===== src/sv/symmetric_lag_difference_slope_core_macros.svh =====
// Assertion macros shared by the lag difference core modules.
`ifndef SYMMETRIC_LAG_DIFFERENCE_SLOPE_CORE_MACROS_SVH
`define SYMMETRIC_LAG_DIFFERENCE_SLOPE_CORE_MACROS_SVH

// Same-cycle implication, clocked on aclk, off while aresetn is low.
`define SLDS_ASSERT_IMP(label, ante, cons, msg) \
    label: assert property (@(posedge aclk) disable iff (!aresetn) (ante) |-> (cons)) \
        else $error(msg);

// Next-cycle implication, clocked on aclk, off while aresetn is low.
`define SLDS_ASSERT_NXT(label, ante, cons, msg) \
    label: assert property (@(posedge aclk) disable iff (!aresetn) (ante) |=> (cons)) \
        else $error(msg);

`endif


===== src/sv/slds_pkg.sv =====
// Shared types and constants of the lag difference core.
package slds_pkg;

    localparam int LAG_W      = 5;
    localparam int SAMPLE_W   = 32;
    localparam int DIFF_W     = 33;
    localparam int SLOPE_W    = 34;
    localparam int CFG_IDX_W  = 1;
    localparam int CFG_DATA_W = 5;

    // configuration register indexes
    localparam logic [CFG_IDX_W-1:0] REG_LAG      = 1'd0;
    localparam logic [CFG_IDX_W-1:0] REG_END_MODE = 1'd1;

    // control bits of one job word sent from the front to the back
    typedef struct packed {
        logic wr;        // store the sample of this word in history
        logic has_diff;  // word yields a new difference
        logic last;      // closing word of a sequence
    } job_ctrl_t;

    localparam int JOB_CTRL_W = $bits(job_ctrl_t);

endpackage


===== src/sv/slds_queue.sv =====
// Small register queue carrying job words from the front to the back.
module slds_queue #(
    parameter int WIDTH = 48,
    parameter int DEPTH = 4
) (
    input  logic             aclk,
    input  logic             aresetn,
    input  logic             push,
    input  logic [WIDTH-1:0] wdata,
    input  logic             pop,
    output logic [WIDTH-1:0] rdata,
    output logic             full,
    output logic             empty
);

`include "symmetric_lag_difference_slope_core_macros.svh"

    localparam int PTR_W = (DEPTH > 1) ? $clog2(DEPTH) : 1;
    localparam int CNT_W = $clog2(DEPTH + 1);

    logic [WIDTH-1:0] entry_reg [DEPTH];
    logic [PTR_W-1:0] wr_ptr_reg;
    logic [PTR_W-1:0] rd_ptr_reg;
    logic [CNT_W-1:0] count_reg;

    logic do_push;
    logic do_pop;

    assign full    = (count_reg == CNT_W'(DEPTH));
    assign empty   = (count_reg == '0);
    assign do_push = push && !full;
    assign do_pop  = pop && !empty;
    assign rdata   = entry_reg[rd_ptr_reg];

    // pointers and fill count
    always_ff @(posedge aclk) begin
        if (!aresetn) begin
            wr_ptr_reg <= '0;
            rd_ptr_reg <= '0;
            count_reg  <= '0;
        end else begin
            if (do_push) begin
                wr_ptr_reg <= (wr_ptr_reg == PTR_W'(DEPTH - 1)) ? '0 : wr_ptr_reg + 1'b1;
            end
            if (do_pop) begin
                rd_ptr_reg <= (rd_ptr_reg == PTR_W'(DEPTH - 1)) ? '0 : rd_ptr_reg + 1'b1;
            end
            if (do_push && !do_pop) begin
                count_reg <= count_reg + 1'b1;
            end else if (do_pop && !do_push) begin
                count_reg <= count_reg - 1'b1;
            end
        end
    end

    // storage
    always_ff @(posedge aclk) begin
        if (do_push) begin
            entry_reg[wr_ptr_reg] <= wdata;
        end
    end

    `SLDS_ASSERT_IMP(a_count_bound, 1'b1, count_reg <= CNT_W'(DEPTH), "queue count past depth")

endmodule


===== src/sv/slds_front.sv =====
// Front end: takes samples, tracks the sequence and issues job words.
module slds_front #(
    parameter int MAX_LAG = 16,
    parameter int ADDR_W  = 6
) (
    input  logic                               aclk,
    input  logic                               aresetn,
    input  logic                               s_valid,
    output logic                               s_ready,
    input  logic signed [slds_pkg::SAMPLE_W-1:0] s_sample,
    input  logic                               s_end_of_series,
    input  logic [slds_pkg::LAG_W-1:0]         lag,
    input  logic                               q_full,
    output logic                               job_valid,
    output slds_pkg::job_ctrl_t                job_ctrl,
    output logic [slds_pkg::SAMPLE_W-1:0]      job_y,
    output logic [ADDR_W-1:0]                  job_wr_addr,
    output logic [ADDR_W-1:0]                  job_rd_addr
);

    import slds_pkg::*;

`include "symmetric_lag_difference_slope_core_macros.svh"

    localparam int COUNT_CAP = 2 * MAX_LAG + 2;
    localparam int CNT_W     = $clog2(COUNT_CAP + 1);
    localparam int CMP_W     = (CNT_W > LAG_W + 1) ? CNT_W : LAG_W + 1;

    typedef enum logic [1:0] {
        ST_RUN,
        ST_FLUSH,
        ST_FINAL
    } state_t;

    state_t                state_reg;
    logic [CNT_W-1:0]      cnt_reg;
    logic [ADDR_W-1:0]     wp_reg;
    logic [LAG_W-1:0]      q_reg;
    logic [LAG_W-1:0]      k_reg;
    logic [SAMPLE_W-1:0]   fl_y_reg;
    logic [ADDR_W-1:0]     fl_wp_reg;
    logic [CNT_W-1:0]      fl_t_reg;

    logic [LAG_W-1:0]      lag_clamped;
    logic [LAG_W-1:0]      q_cur;
    logic [CMP_W-1:0]      t_ext;
    logic [CMP_W-1:0]      q_ext;
    logic [CMP_W-1:0]      q2_ext;
    logic [CMP_W-1:0]      ft_ext;
    logic [CMP_W-1:0]      kq_ext;
    logic [LAG_W-1:0]      kmax;
    logic                  accept;
    logic                  push;

    // lag of 0 acts as 1, above the maximum acts as the maximum
    always_comb begin
        if (lag == '0) begin
            lag_clamped = LAG_W'(1);
        end else if (CMP_W'(lag) > CMP_W'(MAX_LAG)) begin
            lag_clamped = LAG_W'(MAX_LAG);
        end else begin
            lag_clamped = lag;
        end
    end

    // lag is latched at the first sample of a sequence
    assign q_cur  = (cnt_reg == '0) ? lag_clamped : q_reg;
    assign t_ext  = CMP_W'(cnt_reg);
    assign q_ext  = CMP_W'(q_cur);
    assign q2_ext = q_ext << 1;
    assign ft_ext = CMP_W'(fl_t_reg);
    assign kq_ext = CMP_W'(k_reg) + CMP_W'(q_reg);
    assign kmax   = (t_ext >= q_ext) ? q_cur - 1'b1 : LAG_W'(cnt_reg);

    assign s_ready = (state_reg == ST_RUN) && !q_full;
    assign accept  = s_valid && s_ready;
    assign push    = job_valid && !q_full;

    // job word for the current state
    always_comb begin
        job_valid   = 1'b0;
        job_ctrl    = '0;
        job_y       = '0;
        job_wr_addr = '0;
        job_rd_addr = '0;
        unique case (state_reg)
            ST_RUN: begin
                // new sample: store it, and it closes d(t-q) once t reaches q
                job_valid         = s_valid;
                job_ctrl.wr       = 1'b1;
                job_ctrl.has_diff = (t_ext >= q_ext);
                job_y             = s_sample;
                job_wr_addr       = wp_reg;
                job_rd_addr       = (t_ext >= q2_ext) ? wp_reg - ADDR_W'(q2_ext) : '0;
            end
            ST_FLUSH: begin
                // remaining index j = t-k, paired with the clamped older sample
                job_valid         = 1'b1;
                job_ctrl.has_diff = 1'b1;
                job_y             = fl_y_reg;
                job_rd_addr       = (ft_ext >= kq_ext)
                                  ? fl_wp_reg - ADDR_W'(k_reg) - ADDR_W'(q_reg) : '0;
            end
            ST_FINAL: begin
                job_valid     = 1'b1;
                job_ctrl.last = 1'b1;
            end
            default: begin
                job_valid = 1'b0;
            end
        endcase
    end

    // sequence state and flush sequencer
    always_ff @(posedge aclk) begin
        if (!aresetn) begin
            state_reg <= ST_RUN;
            cnt_reg   <= '0;
            wp_reg    <= '0;
            q_reg     <= LAG_W'(1);
            k_reg     <= '0;
        end else begin
            unique case (state_reg)
                ST_RUN: begin
                    if (accept) begin
                        q_reg <= q_cur;
                        if (s_end_of_series) begin
                            k_reg     <= kmax;
                            cnt_reg   <= '0;
                            wp_reg    <= '0;
                            state_reg <= ST_FLUSH;
                        end else begin
                            wp_reg <= wp_reg + 1'b1;
                            if (cnt_reg != CNT_W'(COUNT_CAP)) begin
                                cnt_reg <= cnt_reg + 1'b1;
                            end
                        end
                    end
                end
                ST_FLUSH: begin
                    if (push) begin
                        if (k_reg == '0) begin
                            state_reg <= ST_FINAL;
                        end else begin
                            k_reg <= k_reg - 1'b1;
                        end
                    end
                end
                ST_FINAL: begin
                    if (push) begin
                        state_reg <= ST_RUN;
                    end
                end
                default: begin
                    state_reg <= ST_RUN;
                end
            endcase
        end
    end

    // copy of the final sample for the flush words
    always_ff @(posedge aclk) begin
        if (accept && s_end_of_series) begin
            fl_y_reg  <= s_sample;
            fl_wp_reg <= wp_reg;
            fl_t_reg  <= cnt_reg;
        end
    end

    `SLDS_ASSERT_IMP(a_flush_k_range, state_reg == ST_FLUSH, k_reg < q_reg, "flush index past lag")
    `SLDS_ASSERT_NXT(a_final_starts_flush, accept && s_end_of_series, (state_reg == ST_FLUSH) && (cnt_reg == '0), "final sample did not start flush")

endmodule


===== src/sv/slds_back.sv =====
// Back end: history memory, difference pipeline and result register.
module slds_back #(
    parameter int ADDR_W  = 6
) (
    input  logic                                aclk,
    input  logic                                aresetn,
    input  logic                                q_empty,
    output logic                                q_pop,
    input  slds_pkg::job_ctrl_t                 h_ctrl,
    input  logic [slds_pkg::SAMPLE_W-1:0]       h_y,
    input  logic [ADDR_W-1:0]                   h_wr_addr,
    input  logic [ADDR_W-1:0]                   h_rd_addr,
    input  logic                                end_mode,
    output logic                                m_valid,
    input  logic                                m_ready,
    output logic [slds_pkg::DIFF_W-1:0]         m_abs_diff,
    output logic signed [slds_pkg::SLOPE_W-1:0] m_slope,
    output logic                                m_last_out
);

    import slds_pkg::*;

`include "symmetric_lag_difference_slope_core_macros.svh"

    localparam int HIST_DEPTH = 2 ** ADDR_W;

    logic [SAMPLE_W-1:0] hist_mem [HIST_DEPTH];
    logic [SAMPLE_W-1:0] rd_data_reg;

    logic                b_valid_reg;
    job_ctrl_t           b_ctrl_reg;
    logic [SAMPLE_W-1:0] b_y_reg;

    logic                c_valid_reg;
    job_ctrl_t           c_ctrl_reg;
    logic [DIFF_W-1:0]   c_d_reg;

    logic                pending_valid_reg;
    logic [DIFF_W-1:0]   pending_diff_reg;
    logic [SLOPE_W-1:0]  prev_slope_reg;

    logic                m_valid_reg;
    logic [DIFF_W-1:0]   m_abs_diff_reg;
    logic [SLOPE_W-1:0]  m_slope_reg;
    logic                m_last_out_reg;

    logic                adv;
    logic [DIFF_W-1:0]   diff_pos;
    logic [DIFF_W-1:0]   diff_neg;
    logic [DIFF_W-1:0]   abs_d;
    logic [SLOPE_W-1:0]  slope_new;
    logic                emit_diff;
    logic                emit_last;
    logic                emit;
    logic [SLOPE_W-1:0]  out_slope;

    // whole pipeline moves when the result register is free or being taken
    assign adv   = !m_valid_reg || m_ready;
    assign q_pop = adv && !q_empty;

    // history memory: one write, one registered read per cycle while the pipeline advances
    always_ff @(posedge aclk) begin
        if (q_pop && h_ctrl.wr) begin
            hist_mem[h_wr_addr] <= h_y;
        end
        if (adv) begin
            rd_data_reg <= hist_mem[h_rd_addr];
        end
    end

    // magnitude of new sample minus the older one
    assign diff_pos = {b_y_reg[SAMPLE_W-1], b_y_reg} - {rd_data_reg[SAMPLE_W-1], rd_data_reg};
    assign diff_neg = {rd_data_reg[SAMPLE_W-1], rd_data_reg} - {b_y_reg[SAMPLE_W-1], b_y_reg};
    assign abs_d    = diff_pos[DIFF_W-1] ? diff_neg : diff_pos;

    // forward difference against the pending value
    assign slope_new = {1'b0, c_d_reg} - {1'b0, pending_diff_reg};
    assign emit_diff = c_valid_reg && c_ctrl_reg.has_diff && pending_valid_reg;
    assign emit_last = c_valid_reg && c_ctrl_reg.last;
    assign emit      = emit_diff || emit_last;
    assign out_slope = emit_last ? (end_mode ? prev_slope_reg : '0) : slope_new;

    // control and difference state
    always_ff @(posedge aclk) begin
        if (!aresetn) begin
            b_valid_reg       <= 1'b0;
            c_valid_reg       <= 1'b0;
            m_valid_reg       <= 1'b0;
            pending_valid_reg <= 1'b0;
            pending_diff_reg  <= '0;
            prev_slope_reg    <= '0;
        end else if (adv) begin
            b_valid_reg <= q_pop;
            c_valid_reg <= b_valid_reg;
            m_valid_reg <= emit;
            if (c_valid_reg && c_ctrl_reg.has_diff) begin
                pending_diff_reg  <= c_d_reg;
                pending_valid_reg <= 1'b1;
                if (pending_valid_reg) begin
                    prev_slope_reg <= slope_new;
                end
            end
            if (emit_last) begin
                pending_valid_reg <= 1'b0;
                prev_slope_reg    <= '0;
            end
        end
    end

    // stage payloads and result word
    always_ff @(posedge aclk) begin
        if (adv) begin
            if (q_pop) begin
                b_ctrl_reg <= h_ctrl;
                b_y_reg    <= h_y;
            end
            c_ctrl_reg <= b_ctrl_reg;
            c_d_reg    <= abs_d;
            if (emit) begin
                m_abs_diff_reg <= pending_diff_reg;
                m_slope_reg    <= out_slope;
                m_last_out_reg <= emit_last;
            end
        end
    end

    assign m_valid    = m_valid_reg;
    assign m_abs_diff = m_abs_diff_reg;
    assign m_slope    = m_slope_reg;
    assign m_last_out = m_last_out_reg;

    `SLDS_ASSERT_IMP(a_last_has_pending, adv && emit_last, pending_valid_reg, "closing word without pending difference")
    `SLDS_ASSERT_NXT(a_last_clears, adv && emit_last, !pending_valid_reg && (prev_slope_reg == '0), "sequence state not cleared after closing word")

endmodule


===== src/sv/symmetric_lag_difference_slope_core.sv =====
// Top level of the lag difference core: configuration, queue and wiring.
//
// Streams signed Q16.16 samples and returns d(i) = |y(min(i+q,n-1)) - y(max(i-q,0))|
// with its forward difference d(i+1)-d(i); the result for the final index carries
// last_out and a slope of zero or the previous slope, per end_mode. While a
// sequence streams, one sample is taken per clock while the queue has room, and
// each sample from index q+1 on yields one result. Each job word passes the queue,
// the read stage and the difference stage, then the result register.
// The flagged final sample holds s_ready low while the front issues min(n,q) flush
// words and the closing word, one per cycle while the queue has room. The history
// memory holds 2**ceil(log2(2*MAX_LAG+1)) words with one write and one registered
// read per cycle while the pipeline advances; it needs no clearing after reset. The
// lag is latched at the first sample of each sequence. The user must write registers
// via cfg_wr_en/cfg_index/cfg_data while the core is idle; this is not enforced.
module symmetric_lag_difference_slope_core #(
    parameter int MAX_LAG     = 16,
    parameter int QUEUE_DEPTH = 4
) (
    input  logic                                aclk,
    input  logic                                aresetn,
    input  logic                                cfg_wr_en,
    input  logic [slds_pkg::CFG_IDX_W-1:0]      cfg_index,
    input  logic [slds_pkg::CFG_DATA_W-1:0]     cfg_data,
    input  logic                                s_valid,
    output logic                                s_ready,
    input  logic signed [slds_pkg::SAMPLE_W-1:0] s_sample,
    input  logic                                s_end_of_series,
    output logic                                m_valid,
    input  logic                                m_ready,
    output logic [slds_pkg::DIFF_W-1:0]         m_abs_diff,
    output logic signed [slds_pkg::SLOPE_W-1:0] m_slope,
    output logic                                m_last_out
);

    import slds_pkg::*;

    localparam int ADDR_W = $clog2(2 * MAX_LAG + 1);
    localparam int JOB_W  = JOB_CTRL_W + SAMPLE_W + 2 * ADDR_W;

    logic [LAG_W-1:0]    lag_reg;
    logic                end_mode_reg;

    logic                job_valid;
    job_ctrl_t           job_ctrl;
    logic [SAMPLE_W-1:0] job_y;
    logic [ADDR_W-1:0]   job_wr_addr;
    logic [ADDR_W-1:0]   job_rd_addr;

    logic [JOB_W-1:0]    q_wdata;
    logic [JOB_W-1:0]    q_rdata;
    logic                q_full;
    logic                q_empty;
    logic                q_pop;

    job_ctrl_t           h_ctrl;
    logic [SAMPLE_W-1:0] h_y;
    logic [ADDR_W-1:0]   h_wr_addr;
    logic [ADDR_W-1:0]   h_rd_addr;

    // configuration registers
    always_ff @(posedge aclk) begin
        if (!aresetn) begin
            lag_reg      <= LAG_W'(1);
            end_mode_reg <= 1'b0;
        end else if (cfg_wr_en) begin
            unique case (cfg_index)
                REG_LAG:      lag_reg      <= cfg_data[LAG_W-1:0];
                REG_END_MODE: end_mode_reg <= cfg_data[0];
                default:      ;
            endcase
        end
    end

    slds_front #(
        .MAX_LAG (MAX_LAG),
        .ADDR_W  (ADDR_W)
    ) u_front (
        .aclk            (aclk),
        .aresetn         (aresetn),
        .s_valid         (s_valid),
        .s_ready         (s_ready),
        .s_sample        (s_sample),
        .s_end_of_series (s_end_of_series),
        .lag             (lag_reg),
        .q_full          (q_full),
        .job_valid       (job_valid),
        .job_ctrl        (job_ctrl),
        .job_y           (job_y),
        .job_wr_addr     (job_wr_addr),
        .job_rd_addr     (job_rd_addr)
    );

    // job word packing through the queue
    assign q_wdata = {job_ctrl, job_y, job_wr_addr, job_rd_addr};
    assign {h_ctrl, h_y, h_wr_addr, h_rd_addr} = q_rdata;

    slds_queue #(
        .WIDTH (JOB_W),
        .DEPTH (QUEUE_DEPTH)
    ) u_queue (
        .aclk    (aclk),
        .aresetn (aresetn),
        .push    (job_valid),
        .wdata   (q_wdata),
        .pop     (q_pop),
        .rdata   (q_rdata),
        .full    (q_full),
        .empty   (q_empty)
    );

    slds_back #(
        .ADDR_W  (ADDR_W)
    ) u_back (
        .aclk       (aclk),
        .aresetn    (aresetn),
        .q_empty    (q_empty),
        .q_pop      (q_pop),
        .h_ctrl     (h_ctrl),
        .h_y        (h_y),
        .h_wr_addr  (h_wr_addr),
        .h_rd_addr  (h_rd_addr),
        .end_mode   (end_mode_reg),
        .m_valid    (m_valid),
        .m_ready    (m_ready),
        .m_abs_diff (m_abs_diff),
        .m_slope    (m_slope),
        .m_last_out (m_last_out)
    );

endmodule


===== config.mk =====
export PLATFORM = sky130hd
export DESIGN_NAME = symmetric_lag_difference_slope_core
export DESIGN_NICKNAME = d
export VERILOG_FILES = /design/src/sv/slds_pkg.sv /design/src/sv/slds_queue.sv /design/src/sv/slds_front.sv /design/src/sv/slds_back.sv /design/src/sv/symmetric_lag_difference_slope_core.sv
export VERILOG_INCLUDE_DIRS = /design/src /design/src/sv
export SDC_FILE = /design/constraint.sdc
export NUM_CORES = 2
export LEC_CHECK = 0
export ABC_AREA = 0
export ABC_CLOCK_PERIOD_IN_PS = 9350
export BUFFER_PORTS_ARGS = -buffer_cell sky130_fd_sc_hd__buf_2
export CAP_MARGIN = 20
export CORE_MARGIN = 10
export CORE_UTILIZATION = 42
export DETAILED_ROUTE_END_ITERATION = 12
export PLACE_DENSITY_LB_ADDON = 0.25
export SETUP_SLACK_MARGIN = 0.05
export SYNTH_ARGS = -nofsm -noshare
export SYNTH_HDL_FRONTEND = slang
export SYNTH_SLANG_ARGS = --single-unit

===== constraint.sdc =====
create_clock -name aclk -period 9.35 [get_ports aclk]
set_input_delay 0.4675 -clock aclk [delete_from_list [all_inputs] [get_ports aclk]]
set_output_delay 0.4675 -clock aclk [all_outputs]
set_load 0.02 [all_outputs]

# --- After elaboration in Yosys (flattened, before gate mapping) ---
# Memory sizes are Yosys's and may differ from the RTL's. A register that Yosys moved wholly into a read port is not among the register bits.
# Index checks and enable logic that the tools add are counted.
totals:
  reg_bits: 289
  mem_bits_rw: 2236
  inputBits: 44
  elab_cells: 149
  mem_count: 2
mem_list:
  columns: ["memory", "depth", "width", "read_ports", "rd_ports_with_merged_regs", "wr", "line_no", "text"]
  rows:
  - ["u_back.hist_mem", 64, 32, 1, 1, 1, "slds_back.sv:27", "logic [SAMPLE_W-1:0] hist_mem [HIST_DEPTH];"]
  - ["u_queue.entry_reg", 4, 47, 1, 1, 1, "slds_queue.sv:21", "logic [WIDTH-1:0] entry_reg [DEPTH];"]
classes:
  addsub: 15
  order_cmp: 4
  n_eq_ne: 12
  mux: 45
  bitwise_logic: 1
  reduce_logical: 41
op_table:
  columns: ["cell", "count"]
  rows:
  - ["2-to-1 mux 34 bit", 5]
  - ["subtractor 32 x 32 -> 33 bit", 2]
  - ["one-hot mux 32 bit (2 select lines)", 1]
  - ["2-to-1 mux 5 bit", 8]
  - ["2-to-1 mux 6 bit", 6]
  - ["subtractor 33 x 33 -> 34 bit", 1]
  - ["2-to-1 mux 32 bit", 1]
  - ["2-to-1 mux 2 bit", 9]
  - ["AND reduction 2 bit", 7]
  - ["adder 6 x 1 -> 6 bit (second input constant)", 2]
  - [">= comparator 6 bit", 2]
  - ["logical AND 1 bit", 12]
  - ["one-hot mux 6 bit (2 select lines)", 1]
  - ["subtractor 6 x 5 -> 6 bit", 2]
  - ["logical NOT 5 bit", 2]
  - ["one-hot mux 5 bit (2 select lines)", 1]
  - ["AND reduction 5 bit", 2]
  - ["nonzero test 2 bit", 5]
  - ["subtractor 5 x 1 -> 5 bit (second input constant)", 2]
  - ["2-to-1 mux 1 bit", 8]
  - ["inequality test 2 x 1 -> 1 bit (second input constant)", 4]
  - ["adder 5 x 5 -> 6 bit", 1]
  - ["== test 2 bit (second input constant)", 3]
  - [">= comparator 6 x 5 -> 1 bit", 1]
  - ["20 further kinds", 30]

# --- Logic depth before layout (Yosys ltp) ---
logic_depth:
  depth_word: 9
  mapped_depth: 16
  ltp_nobuf: 15

# --- By module ---
# A second synthesis with hierarchy kept.
hier_totals:
  hier_cells: 5057
  area_unflattened_um2: 102967.5
modules_own_cells:
  columns: ["mod", "n_inst", "cells_per_inst", "area_per_inst_um2", "seq_area_each_um2"]
  rows:
  - ["slds_back", 1, 4337, 91161.2, 67995.2]
  - ["slds_queue", 1, 296, 7282.0, 5825.6]
  - ["slds_front", 1, 396, 4264.1, 1801.7]
  - ["symmetric_lag_difference_slope_core", 1, 28, 260.2, 120.1]

# --- Worst setup path after synthesis ---
# OpenSTA, ideal clock, no wires.
synth_path:
  kind: "flip-flop to flip-flop"
  from: "register u_back.m_valid_reg, in the netlist u_back.m_valid"
  to: "register u_back.prev_slope_reg[18]"
  setup_ps: 117
  arrival_ps: 4797
  path_slack_ps: 4436
  stages_incl_launch_ff: 10
  path_buffers: 2
  period_less_slack_ps: 4914
  cell_sequence: "dfxtp_1 > nor2b_1 > inv_2 > and3_1 > clkbuf_1 > a22oi_1 > clkinv_1 > and3_1 > clkbuf_1 > a22o_1"
synth_between:
  elab_chain_len: 3
synth_lines:
  columns: ["item", "line_no", "text"]
  rows:
  - ["from (decl)", "slds_back.sv:42", "logic m_valid_reg;"]
  - ["from (signal assigned)", "slds_back.sv:95", "m_valid_reg <= emit;"]
  - ["logical NOT 1 bit", "slds_back.sv:58", "assign adv = !m_valid_reg || m_ready;"]
  - ["logical OR 1 bit", "slds_back.sv:58", null]
  - ["named net u_back.adv", "slds_back.sv:47", "logic adv;"]
  - ["AND reduction 3 bit (no line)", null, null]
  - ["to (signal assigned)", "slds_back.sv:100", "prev_slope_reg <= slope_new;"]
  - ["to (decl)", "slds_back.sv:40", "logic [SLOPE_W-1:0] prev_slope_reg;"]
# The timed path passes the listed nets, and every way through them passes these cells.
# A chain may end at the register's enable or synchronous reset.

==> results.json <==
{
  "yosys.area_share.simple_pct": 3.28,
  "synthArstFlopShare_pct": 0,
  "r2r_end": "u_back.rd_data_reg[30]$_DFFE_PN_",
  "area_delta_synth_final_pct": 14.0,
  "path_class": "reg2reg",
  "period_share_pct": 55.1,
  "synth_xor_area_share_pct": 0.718,
  "hold_path_class": "in2reg",
  "drtAntennaViolNets": 0,
  "insertion_delay_ps": 960,
  "place_congestion": 0.844,
  "nets": 6060,
  "pin_count": 114,
  "slew_viol_final": 0,
  "wl_per_cell_um": 28.8,
  "cp_max_fo": 73,
  "dp_hpwl_um": 150000,
  "placedInstanceArea_um2": 109000,
  "hp-start": "cfg_index",
  "ff2ff_path_depth": 9,
  "slew_headroom_pct": 27.6,
  "port_buffers": 113,
  "fmax_mhz": 194,
  "syn_nets": 5753,
  "timing.final.crit_period_ps": 5150,
  "routed_via_density": 5.78,
  "synth_top_family_by_area": "multiplexers",
  "synth_edf_count": 2449,
  "syn-instance-count": 5554,
  "cp-end-kind": "register",
  "worstPathArrival_ps": 5800,
  "min_to": "lag_reg[1]$_SDFFE_PN0P_",
  "largest_reg_flops": 2048,
  "die_w_um": 518,
  "path_cells": "mux4_4, buf_12, buf_4, mux4_2, nor2b_1, a211oi_1, a21oi_1, a21oi_1, a21oi_1",
  "slowest_stage": "mux4_4",
  "grt_max_degree": 121,
  "rows": 182,
  "cts_root_buf": "clkbuf_16",
  "antenna_found_initial": 18,
  "core_area_um2": 246000,
  "hold_viol": 0,
  "finalWirelength_um": 270000,
  "outcome": "complete, no violations",
  "min_delay_path_depth": 4,
  "initial_core_util_pct": 42.2,
  "synthDistinctLibCells": 79,
  "synth.area.mux_share_pct": 13.6,
  "ys_warn_count": 0,
  "clk_pin_slew_worst_paths_ps": 60,
  "setup_viol": 0,
  "vias": 54200,
  "cts_buffers": 287,
  "setup-tns-final_ps": 0,
  "dieHeight_um": 518,
  "die-area_um2": 268000,
  "tightest_slew_ps": 1090,
  "htreeDepth": 5,
  "rrSetupSlack_ps": 4200,
  "drt_iter0_drc": 6147,
  "grt_pass1_vias": 54600,
  "track_usage_pct": 19.5,
  "drt_first_pass_iters": 7,
  "post_cts_buffers": 0,
  "maxCapViolations": 0,
  "cts_tree": "yes",
  "fin_skew_ps": 65.2,
  "ys_ff_latch": 2559,
  "synth_area_um2": 104000,
  "slowest_delay_ps": 950,
  "drc": 0,
  "cp_common_cell": "a21oi_1",
  "drive_gt1_share_pct": 21.6,
  "grt_setup_unrepaired": "no",
  "cts_buffer_depth": 4,
  "grt-ovfl-total": 0,
  "crit_required_ps": 10000,
  "timing.critical_path.from_type": "register",
  "cts_num_sinks": 2559,
  "ys_seq_area_share_pct": 72.8,
  "fin_area_um2": 119000,
  "synthAdderAreaFrac_pct": 1.99,
  "grt_pass1_wl_um": 389000,
  "synthFlopType": "edfxtp_1",
  "synth_compound_area_share_pct": 5.69,
  "avgSynthCellArea_um2": 18.7
}
-- final cells by class --
type	instances	area, um^2
antenna	1	2.50
multi-input combinational	2523	26800
sequential	2559	75700
clock buffer	361	7700
fill	20100	128000
tap	3312	4140
clock inverter	131	1080
timing repair buffer	323	2410
inverter	167	628
-- repair_timing --
action,4_1_cts,5_1_grt
setup endpoints to repair,0,0
hold buffers,46,0
resized for setup,0,0
hold endpoints to repair,172,0
-- cell families (layout without fill, tap and decap cells) --
| kind of cell | after synthesis | after routing |
|---|---|---|
| compound gates | 877 | 877 |
| xor+xnor | 81 | 81 |
| fa+ha+maj | 160 | 160 |
| buf+inv | 472 | 982 |
| flops | 2559 | 2559 |
| mux | 713 | 713 |
| other cells | 0 | 1 |
| simple gates | 692 | 692 |
-- synth_stat cells (all sizes together), types with 4 or more instances --
cell type / instances / share of area [%]
inv: 165 / 0.60
and3: 18 / 0.11
mux2i: 151 / 1.5
o22ai: 9 / 0.054
a21oi: 243 / 1.2
o211a: 5 / 0.048
a21o: 65 / 0.47
a22oi: 5 / 0.036
a31oi: 8 / 0.048
or3: 15 / 0.095
a221oi: 4 / 0.040
and2: 28 / 0.17
edfxtp: 2449 / 71
xnor2: 51 / 0.45
nand3: 29 / 0.14
buf: 143 / 0.70
o31ai: 16 / 0.12
fa: 10 / 0.19
maj3: 5 / 0.048
dfxtp: 110 / 2.1
nand2: 213 / 0.77
mux4: 559 / 12
nand3b: 8 / 0.058
nand2b: 21 / 0.13
nor2: 136 / 0.49
o21ai: 89 / 0.43
o211ai: 8 / 0.058
ha: 145 / 1.7
a21boi: 50 / 0.36
o21a: 21 / 0.15
o2111ai: 8 / 0.067
a211oi: 236 / 1.7
nand4: 23 / 0.14
o21bai: 16 / 0.12
nor2b: 162 / 0.97
a22o: 58 / 0.49
nor3: 32 / 0.16
xor2: 30 / 0.27
clkbuf: 162 / 0.58
-- per-stage QoR --
step           utilization [%]  hold slack, ps  setup slack, ps  instances
2_1_floorplan                -             400             4440       5554
5_1_grt                   48.1            47.4             3750       9377
6_report                  48.1            66.2             4200       9377
3_3_place_gp              44.4             408             4100       8834
3_5_place_dp              44.4             410             4110       8834
4_1_cts                   48.1            5.44             4090       9372
-- layout by cell type (no fill, tap or decap), types with 46 or more instances in the layout --
cell / n
edfxtp_1: 2449
mux4_2: 554
clkbuf_16: 297
a21oi_1: 240
a211oi_1: 236
nand2_1: 212
inv_1: 163
nor2b_1: 162
mux2i_1: 150
buf_4: 148
ha_1: 143
buf_2: 115
dfxtp_1: 108
o21ai_0: 86
nor2_1: 72
a21o_1: 65
nor2_4: 64
clkbuf_1: 61
a22o_1: 58
clkinv_1: 57
a21boi_0: 50
xnor2_1: 50
dlygate4sd3_1: 46
-- how the worst max path moves through the flow --
stage | end | cells after the start
detailed placement | u_back.rd_data_reg[30]$_DFFE_PN_ | 9
global route | u_back.rd_data_reg[30]$_DFFE_PN_ | 9
floorplan | u_back.prev_slope_reg[18]$_SDFFE_PN0P_ | 9
CTS | u_back.rd_data_reg[30]$_DFFE_PN_ | 9
global placement | u_back.rd_data_reg[30]$_DFFE_PN_ | 9
finish | u_back.rd_data_reg[30]$_DFFE_PN_ | 9
-- critical path: cells and delay by family, from the launching register on --
| family | cells | cell delay (ps) |
|---|---|---|
| AO/OA/AOI/OAI | 4 | 1420 |
| AND/OR/NAND/NOR | 1 | 140 |
| buffers and inverters | 2 | 1240 |
| multiplexers | 2 | 1530 |
| flip-flops | 1 | 400 |
-- metal layers --
| metal | track usage (%) | vias up | wire length [um] |
|---|---|---|---|
| met1 | 26.6 | 28600 | 111000 |
| met4 | 6.63 | 4 | 9010 |
| met5 | 0 | - | 29 |
| met3 | 3.51 | 429 | 19400 |
| li1 | - | 23100 | - |
| met2 | 31.8 | 2047 | 130000 |
Power is not shown: default switching activity piles up to over one toggle a cycle in this logic, so the estimate is an artifact.
